--- config.mk ---
export PLATFORM = sky130hd
export DESIGN_NAME = coin_hopper_payout_sequencer_flat
export DESIGN_NICKNAME = d
export VERILOG_FILES = /design/src/rtl/chps_pkg.sv /design/src/rtl/chps_if.sv /design/src/rtl/coin_hopper_payout_sequencer.sv /design/src/flat_wrapper.sv
export SDC_FILE = /design/constraint.sdc
export NUM_CORES = 1
export LEC_CHECK = 0
export ABC_CLOCK_PERIOD_IN_PS = 4250
export BUFFER_PORTS_ARGS = -buffer_cell sky130_fd_sc_hd__clkbuf_2
export CAP_MARGIN = 20
export CORE_MARGIN = 8
export CORE_UTILIZATION = 55
export CTS_CLUSTER_SIZE = 28
export DETAILED_ROUTE_END_ITERATION = 7
export PLACE_DENSITY = 0.74
export SLEW_MARGIN = 5
export SYNTH_ARGS = -nofsm -noshare
export SYNTH_HDL_FRONTEND = slang
export SYNTH_SLANG_ARGS = --single-unit
export TNS_END_PERCENT = 50
--- constraint.sdc ---
create_clock -name clk -period 4.25 [get_ports clk]
set_clock_uncertainty 0.05 [all_clocks]
set_input_delay 0.2125 -clock clk [delete_from_list [all_inputs] [get_ports clk]]
set_output_delay 0.2125 -clock clk [all_outputs]
set_load 0.05 [all_outputs]
--- src/rtl/chps_pkg.sv ---
// shared types and constants for the coin hopper payout sequencer
package chps_pkg;

  localparam int REG_W            = 16;
  localparam int CFG_IDX_W        = 2;
  localparam int COUNT_W          = 3;
  localparam int EVENT_W          = 4;
  localparam int DELAY_BITS_DFLT  = 16;
  localparam int STOP_TICKS       = 10;

  localparam logic [REG_W-1:0] PAYOUT_POLL_RST = 16'd100;
  localparam logic [REG_W-1:0] COIN_POLL_RST   = 16'd10;
  localparam logic [REG_W-1:0] DEBOUNCE_RST    = 16'd50;

  localparam logic [COUNT_W-1:0] PAY_TWO   = 3'd2;
  localparam logic [COUNT_W-1:0] PAY_THREE = 3'd3;
  localparam logic [COUNT_W-1:0] PAY_FOUR  = 3'd4;
  localparam logic [COUNT_W-1:0] PAY_SEVEN = 3'd7;

  // configuration register indexes
  typedef enum logic [CFG_IDX_W-1:0] {
    REG_PAYOUT_POLL = 2'd0,
    REG_COIN_POLL   = 2'd1,
    REG_DEBOUNCE    = 2'd2
  } cfg_reg_t;

  typedef enum logic [2:0] {
    PH_HOMING  = 3'd0,
    PH_IDLE    = 3'd1,
    PH_COIN    = 3'd2,
    PH_PAY     = 3'd3,
    PH_RELEASE = 3'd4,
    PH_STOP    = 3'd5
  } phase_t;

  // one sampled tick of the pins, all active low
  typedef struct packed {
    logic pay_two_level;
    logic pay_three_level;
    logic pay_four_level;
    logic pay_seven_level;
    logic coin_exit_level;
    logic hopper_level;
  } tick_t;

endpackage

--- src/rtl/chps_if.sv ---
// stream and configuration interfaces of the payout sequencer

interface chps_tick_if;
  logic valid;
  logic ready;
  logic pay_two_level;
  logic pay_three_level;
  logic pay_four_level;
  logic pay_seven_level;
  logic coin_exit_level;
  logic hopper_level;

  modport source (output valid, pay_two_level, pay_three_level, pay_four_level,
                  pay_seven_level, coin_exit_level, hopper_level, input ready);
  modport sink   (input valid, pay_two_level, pay_three_level, pay_four_level,
                  pay_seven_level, coin_exit_level, hopper_level, output ready);
endinterface

interface chps_result_if;
  logic              valid;
  logic              ready;
  logic              motor_on;
  logic [2:0]        shown_count;
  logic              event_valid;
  logic signed [3:0] event_value;

  modport source (output valid, motor_on, shown_count, event_valid, event_value,
                  input ready);
  modport sink   (input valid, motor_on, shown_count, event_valid, event_value,
                  output ready);
endinterface

interface chps_cfg_if;
  logic        valid;
  logic        ready;
  logic [1:0]  index;
  logic [15:0] data;

  modport source (output valid, index, data, input ready);
  modport sink   (input valid, index, data, output ready);
endinterface

--- src/rtl/coin_hopper_payout_sequencer.sv ---
// top level of the coin hopper payout sequencer
//
//  channel  | role   | payload
//  ---------+--------+-----------------------------------------------------
//  tick     | sink   | four payout pins, coin exit and hopper levels
//  result   | source | motor_on, shown_count, event_valid, event_value
//  cfg      | sink   | register index and 16-bit write data
//
// one result per tick; a tick transfer lands in an input register and is
// processed from there into the result register, so a tick can be taken
// every cycle when the result side keeps up
// the result register parts the two sides: a stalled result holds the
// input register, and tick ready drops only when both are full
// rst is synchronous, active high; after reset the motor runs (homing)
// cfg is always ready; an accepted write goes straight into its register
module coin_hopper_payout_sequencer
  import chps_pkg::*;
#(
  parameter int DELAY_BITS = DELAY_BITS_DFLT
) (
  input  logic  clk,
  input  logic  rst,
  chps_tick_if.sink     tick,
  chps_result_if.source result,
  chps_cfg_if.sink      cfg
);

  // configuration registers
  logic [REG_W-1:0] payout_poll_ticks;
  logic [REG_W-1:0] coin_exit_poll_ticks;
  logic [REG_W-1:0] hopper_debounce_ticks;

  // input register
  logic  tick_valid;
  tick_t tick_q;

  // sequencer state
  phase_t              phase, phase_next;
  logic [COUNT_W-1:0]  coins_left, coins_left_next;
  logic [DELAY_BITS-1:0] wait_count, wait_count_next;
  logic [COUNT_W-1:0]  display_value, display_value_next;
  logic                motor_flag, motor_flag_next;

  // result register
  logic                out_valid;
  logic                out_motor;
  logic [COUNT_W-1:0]  out_count;
  logic                out_ev_valid;
  logic [EVENT_W-1:0]  out_ev_value;

  logic               ev_valid;
  logic [EVENT_W-1:0] ev_value;
  logic               step;
  logic [COUNT_W-1:0] payout;
  logic [DELAY_BITS-1:0] wait_dec;
  logic [DELAY_BITS-1:0] poll_load;
  logic [DELAY_BITS-1:0] coin_load;
  logic [DELAY_BITS-1:0] debounce_load;
  logic [COUNT_W-1:0]  coins_dec;

  // clamp a register value into the wait counter
  function automatic logic [DELAY_BITS-1:0] sat_load(input logic [REG_W-1:0] v);
    logic [DELAY_BITS-1:0] r;
    if (DELAY_BITS >= REG_W) begin
      r = DELAY_BITS'(v);
    end else if ((v >> DELAY_BITS) != '0) begin
      r = '1;
    end else begin
      r = DELAY_BITS'(v);
    end
    return r;
  endfunction

  // an interval of n gives a reload of n-1 so polls fall every n ticks
  function automatic logic [DELAY_BITS-1:0] interval_load(input logic [REG_W-1:0] v);
    logic [DELAY_BITS-1:0] r;
    if (v == '0) begin
      r = '0;
    end else begin
      r = sat_load(v - REG_W'(1));
    end
    return r;
  endfunction

  // processing step fires when the input register holds a tick and the result register is free or draining
  assign step       = tick_valid && (!out_valid || result.ready);
  assign tick.ready = !tick_valid || step;
  assign cfg.ready  = 1'b1;

  // configuration writes, unknown indexes dropped
  always_ff @(posedge clk) begin
    if (rst) begin
      payout_poll_ticks     <= PAYOUT_POLL_RST;
      coin_exit_poll_ticks  <= COIN_POLL_RST;
      hopper_debounce_ticks <= DEBOUNCE_RST;
    end else if (cfg.valid) begin
      case (cfg.index)
        REG_PAYOUT_POLL: payout_poll_ticks     <= cfg.data;
        REG_COIN_POLL:   coin_exit_poll_ticks  <= cfg.data;
        REG_DEBOUNCE:    hopper_debounce_ticks <= cfg.data;
        default: ;
      endcase
    end
  end

  // input register
  always_ff @(posedge clk) begin
    if (rst) begin
      tick_valid <= 1'b0;
    end else if (tick.ready) begin
      tick_valid <= tick.valid;
    end
  end

  always_ff @(posedge clk) begin
    if (tick.valid && tick.ready) begin
      tick_q.pay_two_level   <= tick.pay_two_level;
      tick_q.pay_three_level <= tick.pay_three_level;
      tick_q.pay_four_level  <= tick.pay_four_level;
      tick_q.pay_seven_level <= tick.pay_seven_level;
      tick_q.coin_exit_level <= tick.coin_exit_level;
      tick_q.hopper_level    <= tick.hopper_level;
    end
  end

  // shared pieces of the step
  always_comb begin
    payout = '0;
    if (!tick_q.pay_two_level)   payout = PAY_TWO;
    if (!tick_q.pay_three_level) payout = PAY_THREE;
    if (!tick_q.pay_four_level)  payout = PAY_FOUR;
    if (!tick_q.pay_seven_level) payout = PAY_SEVEN;
  end

  assign wait_dec      = wait_count - DELAY_BITS'(1);
  assign coins_dec     = coins_left - COUNT_W'(1);
  assign poll_load     = interval_load(payout_poll_ticks);
  assign coin_load     = interval_load(coin_exit_poll_ticks);
  assign debounce_load = sat_load(hopper_debounce_ticks);

  // next state
  always_comb begin
    phase_next         = phase;
    coins_left_next    = coins_left;
    wait_count_next    = wait_count;
    display_value_next = display_value;
    motor_flag_next    = motor_flag;
    case (phase)
      PH_HOMING: begin
        // run until the hopper switch is seen open
        if (tick_q.hopper_level) begin
          motor_flag_next = 1'b0;
          phase_next      = PH_IDLE;
          wait_count_next = '0;
        end else begin
          motor_flag_next = 1'b1;
        end
      end
      PH_COIN: begin
        if (wait_count != '0) begin
          wait_count_next = wait_dec;
        end else if (!tick_q.coin_exit_level) begin
          motor_flag_next = 1'b1;
          phase_next      = PH_PAY;
          wait_count_next = '0;
        end else begin
          wait_count_next = coin_load;
        end
      end
      PH_PAY: begin
        // count hopper closures, debounce all but the last coin
        if (wait_count != '0) begin
          wait_count_next = wait_dec;
        end else if (!tick_q.hopper_level) begin
          coins_left_next    = coins_dec;
          display_value_next = coins_dec;
          if (coins_dec == '0) begin
            phase_next = PH_RELEASE;
          end else begin
            wait_count_next = debounce_load;
          end
        end
      end
      PH_RELEASE: begin
        if (tick_q.hopper_level) begin
          phase_next      = PH_STOP;
          wait_count_next = DELAY_BITS'(STOP_TICKS);
        end
      end
      PH_STOP: begin
        // motor overrun, then back to idle polling
        if (wait_count != '0) begin
          wait_count_next = wait_dec;
        end
        if (wait_count == '0 || wait_dec == '0) begin
          motor_flag_next = 1'b0;
          phase_next      = PH_IDLE;
          wait_count_next = poll_load;
        end
      end
      default: begin
        // idle, and any unused code behaves as idle
        phase_next = PH_IDLE;
        if (wait_count != '0) begin
          wait_count_next = wait_dec;
        end else if (payout != '0) begin
          coins_left_next    = payout;
          display_value_next = payout;
          phase_next         = PH_COIN;
          wait_count_next    = '0;
        end else begin
          wait_count_next = poll_load;
        end
      end
    endcase
  end

  // bookkeeping event of this tick
  always_comb begin
    ev_valid = 1'b0;
    ev_value = '0;
    case (phase)
      PH_COIN: begin
        if (wait_count == '0 && !tick_q.coin_exit_level) begin
          ev_valid = 1'b1;
          ev_value = EVENT_W'(1);
        end
      end
      PH_HOMING, PH_PAY, PH_RELEASE, PH_STOP: begin
        ev_valid = 1'b0;
      end
      default: begin
        // payout start: minus the payout
        if (wait_count == '0 && payout != '0) begin
          ev_valid = 1'b1;
          ev_value = EVENT_W'(0) - EVENT_W'(payout);
        end
      end
    endcase
  end

  // state registers, advanced once per processed tick
  always_ff @(posedge clk) begin
    if (rst) begin
      phase         <= PH_HOMING;
      coins_left    <= '0;
      wait_count    <= '0;
      display_value <= '0;
      motor_flag    <= 1'b1;
    end else if (step) begin
      phase         <= phase_next;
      coins_left    <= coins_left_next;
      wait_count    <= wait_count_next;
      display_value <= display_value_next;
      motor_flag    <= motor_flag_next;
    end
  end

  // result register
  always_ff @(posedge clk) begin
    if (rst) begin
      out_valid <= 1'b0;
    end else if (step) begin
      out_valid <= 1'b1;
    end else if (result.ready) begin
      out_valid <= 1'b0;
    end
  end

  always_ff @(posedge clk) begin
    if (step) begin
      out_motor    <= motor_flag_next;
      out_count    <= display_value_next;
      out_ev_valid <= ev_valid;
      out_ev_value <= ev_value;
    end
  end

  assign result.valid       = out_valid;
  assign result.motor_on    = out_motor;
  assign result.shown_count = out_count;
  assign result.event_valid = out_ev_valid;
  assign result.event_value = signed'(out_ev_value);

endmodule
--- src/flat_wrapper.sv ---
// flat-port wrapper written by rule: the top's interface ports become plain ports
module coin_hopper_payout_sequencer_flat import chps_pkg::*;
#(
  parameter int DELAY_BITS = DELAY_BITS_DFLT
)
  (clk, rst, tick_valid, tick_pay_two_level, tick_pay_three_level, tick_pay_four_level, tick_pay_seven_level, tick_coin_exit_level, tick_hopper_level, tick_ready, result_valid, result_motor_on, result_shown_count, result_event_valid, result_event_value, result_ready, cfg_valid, cfg_index, cfg_data, cfg_ready);
  chps_tick_if tick_i ();
  chps_result_if result_i ();
  chps_cfg_if cfg_i ();
  input  logic clk;
  input  logic rst;
  input wire logic [$bits(tick_i.valid)-1:0] tick_valid;
  input wire logic [$bits(tick_i.pay_two_level)-1:0] tick_pay_two_level;
  input wire logic [$bits(tick_i.pay_three_level)-1:0] tick_pay_three_level;
  input wire logic [$bits(tick_i.pay_four_level)-1:0] tick_pay_four_level;
  input wire logic [$bits(tick_i.pay_seven_level)-1:0] tick_pay_seven_level;
  input wire logic [$bits(tick_i.coin_exit_level)-1:0] tick_coin_exit_level;
  input wire logic [$bits(tick_i.hopper_level)-1:0] tick_hopper_level;
  output wire logic [$bits(tick_i.ready)-1:0] tick_ready;
  output wire logic [$bits(result_i.valid)-1:0] result_valid;
  output wire logic [$bits(result_i.motor_on)-1:0] result_motor_on;
  output wire logic [$bits(result_i.shown_count)-1:0] result_shown_count;
  output wire logic [$bits(result_i.event_valid)-1:0] result_event_valid;
  output wire logic [$bits(result_i.event_value)-1:0] result_event_value;
  input wire logic [$bits(result_i.ready)-1:0] result_ready;
  input wire logic [$bits(cfg_i.valid)-1:0] cfg_valid;
  input wire logic [$bits(cfg_i.index)-1:0] cfg_index;
  input wire logic [$bits(cfg_i.data)-1:0] cfg_data;
  output wire logic [$bits(cfg_i.ready)-1:0] cfg_ready;
  assign tick_i.valid = tick_valid;
  assign tick_i.pay_two_level = tick_pay_two_level;
  assign tick_i.pay_three_level = tick_pay_three_level;
  assign tick_i.pay_four_level = tick_pay_four_level;
  assign tick_i.pay_seven_level = tick_pay_seven_level;
  assign tick_i.coin_exit_level = tick_coin_exit_level;
  assign tick_i.hopper_level = tick_hopper_level;
  assign tick_ready = tick_i.ready;
  assign result_valid = result_i.valid;
  assign result_motor_on = result_i.motor_on;
  assign result_shown_count = result_i.shown_count;
  assign result_event_valid = result_i.event_valid;
  assign result_event_value = result_i.event_value;
  assign result_i.ready = result_ready;
  assign cfg_i.valid = cfg_valid;
  assign cfg_i.index = cfg_index;
  assign cfg_i.data = cfg_data;
  assign cfg_ready = cfg_i.ready;
  coin_hopper_payout_sequencer #(.DELAY_BITS(DELAY_BITS)) u_core (.clk(clk), .rst(rst), .tick(tick_i), .result(result_i), .cfg(cfg_i));
endmodule
; ---- Yosys cells after proc, flatten, opt, wreduce, memory -nomap -nowiden
; Cells that the tools add are included.
[totals]
output_inout_bits = 12
elab_cells = 125
reg_bits = 91
[classes]
n_reduce_logical = 29
muxes = 52
bitwise_logic = 2
n_eq_ne = 17
n_addsub = 5
[op_table]
columns = cell, n
row1 = 16-bit two-way mux, 13
row2 = 16-bit case mux with 5 select lines, 1
row3 = 16-bit zero test, 4
row4 = 3-bit two-way mux, 19
row5 = 16-bit by 1-bit subtractor with 16-bit output (second input constant), 3
row6 = 16-bit nonzero test, 1
row7 = 3-bit case mux with 5 select lines, 1
row8 = 3-bit case mux with 2 select lines, 2
row9 = 1-bit two-way mux, 9
row10 = 9-bit AND reduction, 1
row11 = 2-bit by 1-bit != test with 1-bit output (second input constant), 4
row12 = 2-bit != test (second input constant), 4
row13 = 4-bit case mux with 2 select lines, 1
row14 = 4-bit OR reduction, 2
row15 = 3-bit by 2-bit equality test with 1-bit output (second input constant), 2
row16 = 3-bit equality test (second input constant), 2
row17 = 3-bit zero test, 2
row18 = 2-bit two-way mux, 3
row19 = 2-bit AND reduction, 3
row20 = 6-bit AND reduction, 1
row21 = 5-bit AND reduction, 1
row22 = 1-bit logical AND, 4
row23 = 4-bit two-way mux, 1
row24 = 2-bit nonzero test, 2
row25 = other kinds (14), 19

; ---- Depth between registers and ports, before layout
[logic_depth]
depth_word = 8
ltp_mapped = 13

; ---- Worst setup path after synthesis
; Ideal clock, no wire load.
[synth_timing]
path_kind = register to register
from = register u_core.wait_count[0]
to = register u_core.wait_count[4]
synth_period_minus_slack_ns = 3.317
required_time_ns = 4.097
arrival_ns = 3.164
path_stages_with_launch = 14
setup_slack_ns = 0.933
path_cell_list = dfxtp_1 > clkbuf_1 > inv_1 > ha_1 > or4b_1 > buf_2 > nor4_1 > xnor2_1 > nand4b_1 > o41ai_4 > and2_1 > buf_6 > a21oi_2 > a2111oi_2
[synth_between]
elab_chain_cells = 5
[synth_lines]
columns = item, line_no
row1 = from (decl), coin_hopper_payout_sequencer.sv:40  ; logic [DELAY_BITS-1:0] wait_count, wait_count_next;
row2 = from (signal assigned), coin_hopper_payout_sequencer.sv:253  ; wait_count <= wait_count_next;
row3 = 16-bit by 1-bit subtractor with 16-bit output, coin_hopper_payout_sequencer.sv:135  ; assign wait_dec = wait_count - DELAY_BITS'(1);
row4 = 16-bit zero test, coin_hopper_payout_sequencer.sv:195  ; if (wait_count == '0 || wait_dec == '0) begin
row5 = 1-bit logical OR, coin_hopper_payout_sequencer.sv:195
row6 = 3-bit by 1-bit != test with 1-bit output (no line) or 16-bit two-way mux (tied branches), -
row7 = 6-bit AND reduction (no line) or 16-bit case mux with 5 select lines (tied branches), -
; Several ways; a longest one is shown, not always the timed one. The select of a mux whose other input is x is not followed.
; A chain may end at the register's enable or synchronous reset.

; ---- Final worst setup path
; Ends and elaborated chain as after synthesis.

==> flow_metrics.env <==
export IMPL_grt_max_degree=61
export IMPL_path_clk_slew_ns=0.10
export IMPL_critical_path_buf_inv_count=2
export IMPL_power_density_nw_per_um2=317
export IMPL_port_buffers=39
export IMPL_finalCritPeriodShare_pct=88.1
export IMPL_cpPeakStageDelay_ns=0.62
export IMPL_setup_violations=0
export IMPL_max_cap_viol_count=0
export IMPL_crit_family="simple AND/OR/NAND/NOR gates"
export IMPL_synth_simple_area_share_pct=29.2
export IMPL_tightest_slew_ns=0.895
export IMPL_wl_met3_mm=1.98
export IMPL_yosysWarnings=0
export IMPL_synthFlopType="dfxtp_1"
export IMPL_fin_nets=820
export IMPL_drv_slew=0
export IMPL_drt_first_iter_violations=727
export IMPL_drt_wl_total_mm=19.9
export IMPL_grt_pass1_vias=5569
export IMPL_leakage_uw=0.00236
export IMPL_numCtsBuffers=9
export IMPL_post_drt_via_cell_ratio=6.50
export IMPL_cts_buffer_depth=2
export IMPL_startpoint_type="flip-flop"
export IMPL_yosys_top_cells_count="nand2_1 (147), a21oi_1 (81), dfxtp_1 (76)"
export IMPL_hold_path_class="input port to flip-flop"
export IMPL_cp_max_fo=11
export IMPL_reg2reg_depth=11
export IMPL_synth_top_family_by_area="simple AND/OR/NAND/NOR gates"
export IMPL_grt_ovfl_total=0
export IMPL_outcome="finished with violations"
export IMPL_rsz0062_at_grt="no"
export IMPL_drive_gt1_share_pct=11.1
export IMPL_hold_ws_ns=0.0111
export IMPL_power_uw=1970
export IMPL_route_detailed_drc=2
export IMPL_row_count=37
export IMPL_synth_most_common_cell="nand2_1"
export IMPL_cts_tree="yes"
export IMPL_startpoint="u_core.wait_count[0]"
export IMPL_synthMuxAreaShare_pct=0.885
export IMPL_core_area_um2=10100
export IMPL_fmax_ghz=0.267
export IMPL_route_met2_wl_mm=8.86
export IMPL_dr_max_layer_used="met4"
export IMPL_hold_viol=0
export IMPL_synth_top_area_share_pct=26.9
export IMPL_hpwl_mm=14.7
export IMPL_finalCriticalPeriod_ns=3.74
export IMPL_netlist_area_um2=5660
export IMPL_io_pins=41
export IMPL_dieArea_um2=13800
export IMPL_synth_area_per_cell_um2=7.53
export IMPL_ctsResizeCount=0
export IMPL_n_antenna_cell=0
export IMPL_area_delta_synth_final_pct=10.0
export IMPL_clockRootBuffer="clkbuf_8"
export IMPL_slew_limit_headroom_pct=40.0
export IMPL_rrSetupSlack_ns=0.51
export IMPL_ys_seq_elements=91
export IMPL_synthXorXnorAreaFrac_pct=6.19
export IMPL_syn_nets=791
export IMPL_peakVddDrop_v=0.000198
export IMPL_critPathKind="flip-flop to flip-flop"
export IMPL_synth_compound_area_share_pct=21.9
export IMPL_path_cells="inv_1 > ha_1 > or4b_1 > nor4_1 > xnor2_1 > nand4b_1 > o41ai_4 > buf_4 > and2_1 > a21oi_2 > a2111oi_2"
export IMPL_r2r_start="u_core.wait_count[0]"
export IMPL_ant_nets=0
export IMPL_start_util_pct=55.8
export IMPL_arrival_ns=3.97
export IMPL_required_ns=4.48
export IMPL_vias=5982
export IMPL_yosys_area_top_type="dfxtp_1"
export IMPL_grt_pass1_wl_mm=31.2
export IMPL_critical_path_slowest_cell="or4b_1"
export IMPL_hold_path_endpoint="u_core.tick_valid"
export IMPL_h_tree_depth=3
export IMPL_wl_met1_mm=8.26
export IMPL_wire_per_inst_um=21.6
export IMPL_worstHoldStart="tick_valid"
export IMPL_synth_edff_count=15
export IMPL_synth_distinct_cells=73
export IMPL_firstDrtPassIters=8
export IMPL_r2r_end="u_core.wait_count[4]"
export IMPL_clk_latency_ns=0.37
export IMPL_setup_tns_ns=0
export IMPL_synth_area_top_cells="dfxtp_1 (27%), nand2_1 (9.8%), edfxtp_1 (8.0%), a21oi_1 (7.2%), nor2_1 (4.6%)"
export IMPL_track_usage_pct=28.3
export IMPL_failed_checks="design-rule violations"
export IMPL_die_h_um=117
export IMPL_antenna_found_initial=0
export IMPL_dieWidth_um=117
export IMPL_async_flop_share_pct=0
export IMPL_min_path_cells=3
export IMPL_yosysSeqAreaShare_pct=34.9
export IMPL_syn_inst=751
export IMPL_gp_congestion=1.02
export IMPL_synth_fa_ha_area_share_pct=2.61
export IMPL_clkSinkCount=91
export IMPL_end_kind="flip-flop"
-- stage by stage --
stage,std cells,setup WS (ns),util (%),instance area [um^2]
final,921,0.507,61.4,6220
after global routing,921,0.275,61.4,6220
after CTS,920,0.555,61.3,6210
after detailed placement,898,0.580,58.6,5940
after global placement,898,0.700,58.6,5940
after floorplan,751,0.933,-,5660
-- what timing repair did --
action / in CTS / in global routing
setup buffers: 0 / 0
hold endpoints to repair: 6 / 0
hold buffers: 6 / 0
-- flip-flops by register name, summed over array words and instances (netlist names), 3 cells and up --
name                         count
u_core.tick_q                    6
u_core.result.event_value        4
u_core.wait_count               16
u_core.coins_left                3
u_core.coin_exit_poll_ticks     16
u_core.display_value             3
u_core.payout_poll_ticks        16
u_core.debounce_load            16
u_core.result.shown_count        3
u_core.phase                     3
-- area by class of cell --
type                    instances  area (um^2)
clock inverters                 5         63.8
inverters                      17         63.8
fillers                       922         3920
well taps                     136          170
repair buffers                 59          360
multi-input cells             602         3440
flip-flops and latches         91         1970
clock buffers                  11          153
-- cell usage in the layout (no fill, tap or decap), types with 11 or more instances in the layout --
master | Yosys | final
buf_4 | 2 | 14
nor3_1 | 28 | 28
nand2_1 | 147 | 147
o21ai_0 | 36 | 36
a21oi_1 | 81 | 81
ha_1 | 11 | 11
inv_1 | 16 | 16
nand3_1 | 25 | 25
nor2_1 | 69 | 69
dfxtp_1 | 76 | 76
xor2_1 | 16 | 16
nor4_1 | 15 | 15
xnor2_1 | 24 | 24
clkbuf_2 | 0 | 39
edfxtp_1 | 15 | 15
-- how the worst max path moves through the flow --
stage	end	slack, ns	cells past startpoint
floorplan	u_core.wait_count[4]	0.93	13
global placement	u_core.wait_count[4]	0.70	11
detailed placement	u_core.wait_count[4]	0.58	11
CTS	u_core.wait_count[4]	0.56	11
global route	u_core.wait_count[4]	0.28	11
finish	u_core.wait_count[4]	0.51	11
-- power breakdown --
group	total [uW]	internal (uW)	leakage (uW)	switching (uW)
Sequential	938	907	0.000762	30.9
Combinational	388	124	0.00149	264
Clock	647	315	0.000106	333
-- routing by layer --
metal	up-vias	GRT usage [%]
met5	-	0
met1	2817	36.4
met3	73	6.86
met4	0	11.7
met2	347	44.3
li1	2745	-
-- cells by family (layout without fill, tap and decap cells) --
logic type / count (synthesis) / in the layout
buf+inv: 58 / 92
compound gates: 193 / 193
simple gates: 351 / 351
xor+xnor: 40 / 40
mux: 5 / 5
other cells: 1 / 1
fa+ha+maj: 12 / 12
flops: 91 / 91
-- tightest hold or removal path: cells and delay by family --
family,cells,cell delay (ns)
compound gates,1,0.03
buf+inv,1,0.08
simple gates,1,0.07
No activity file was read; power rests on OpenSTA's default activity.
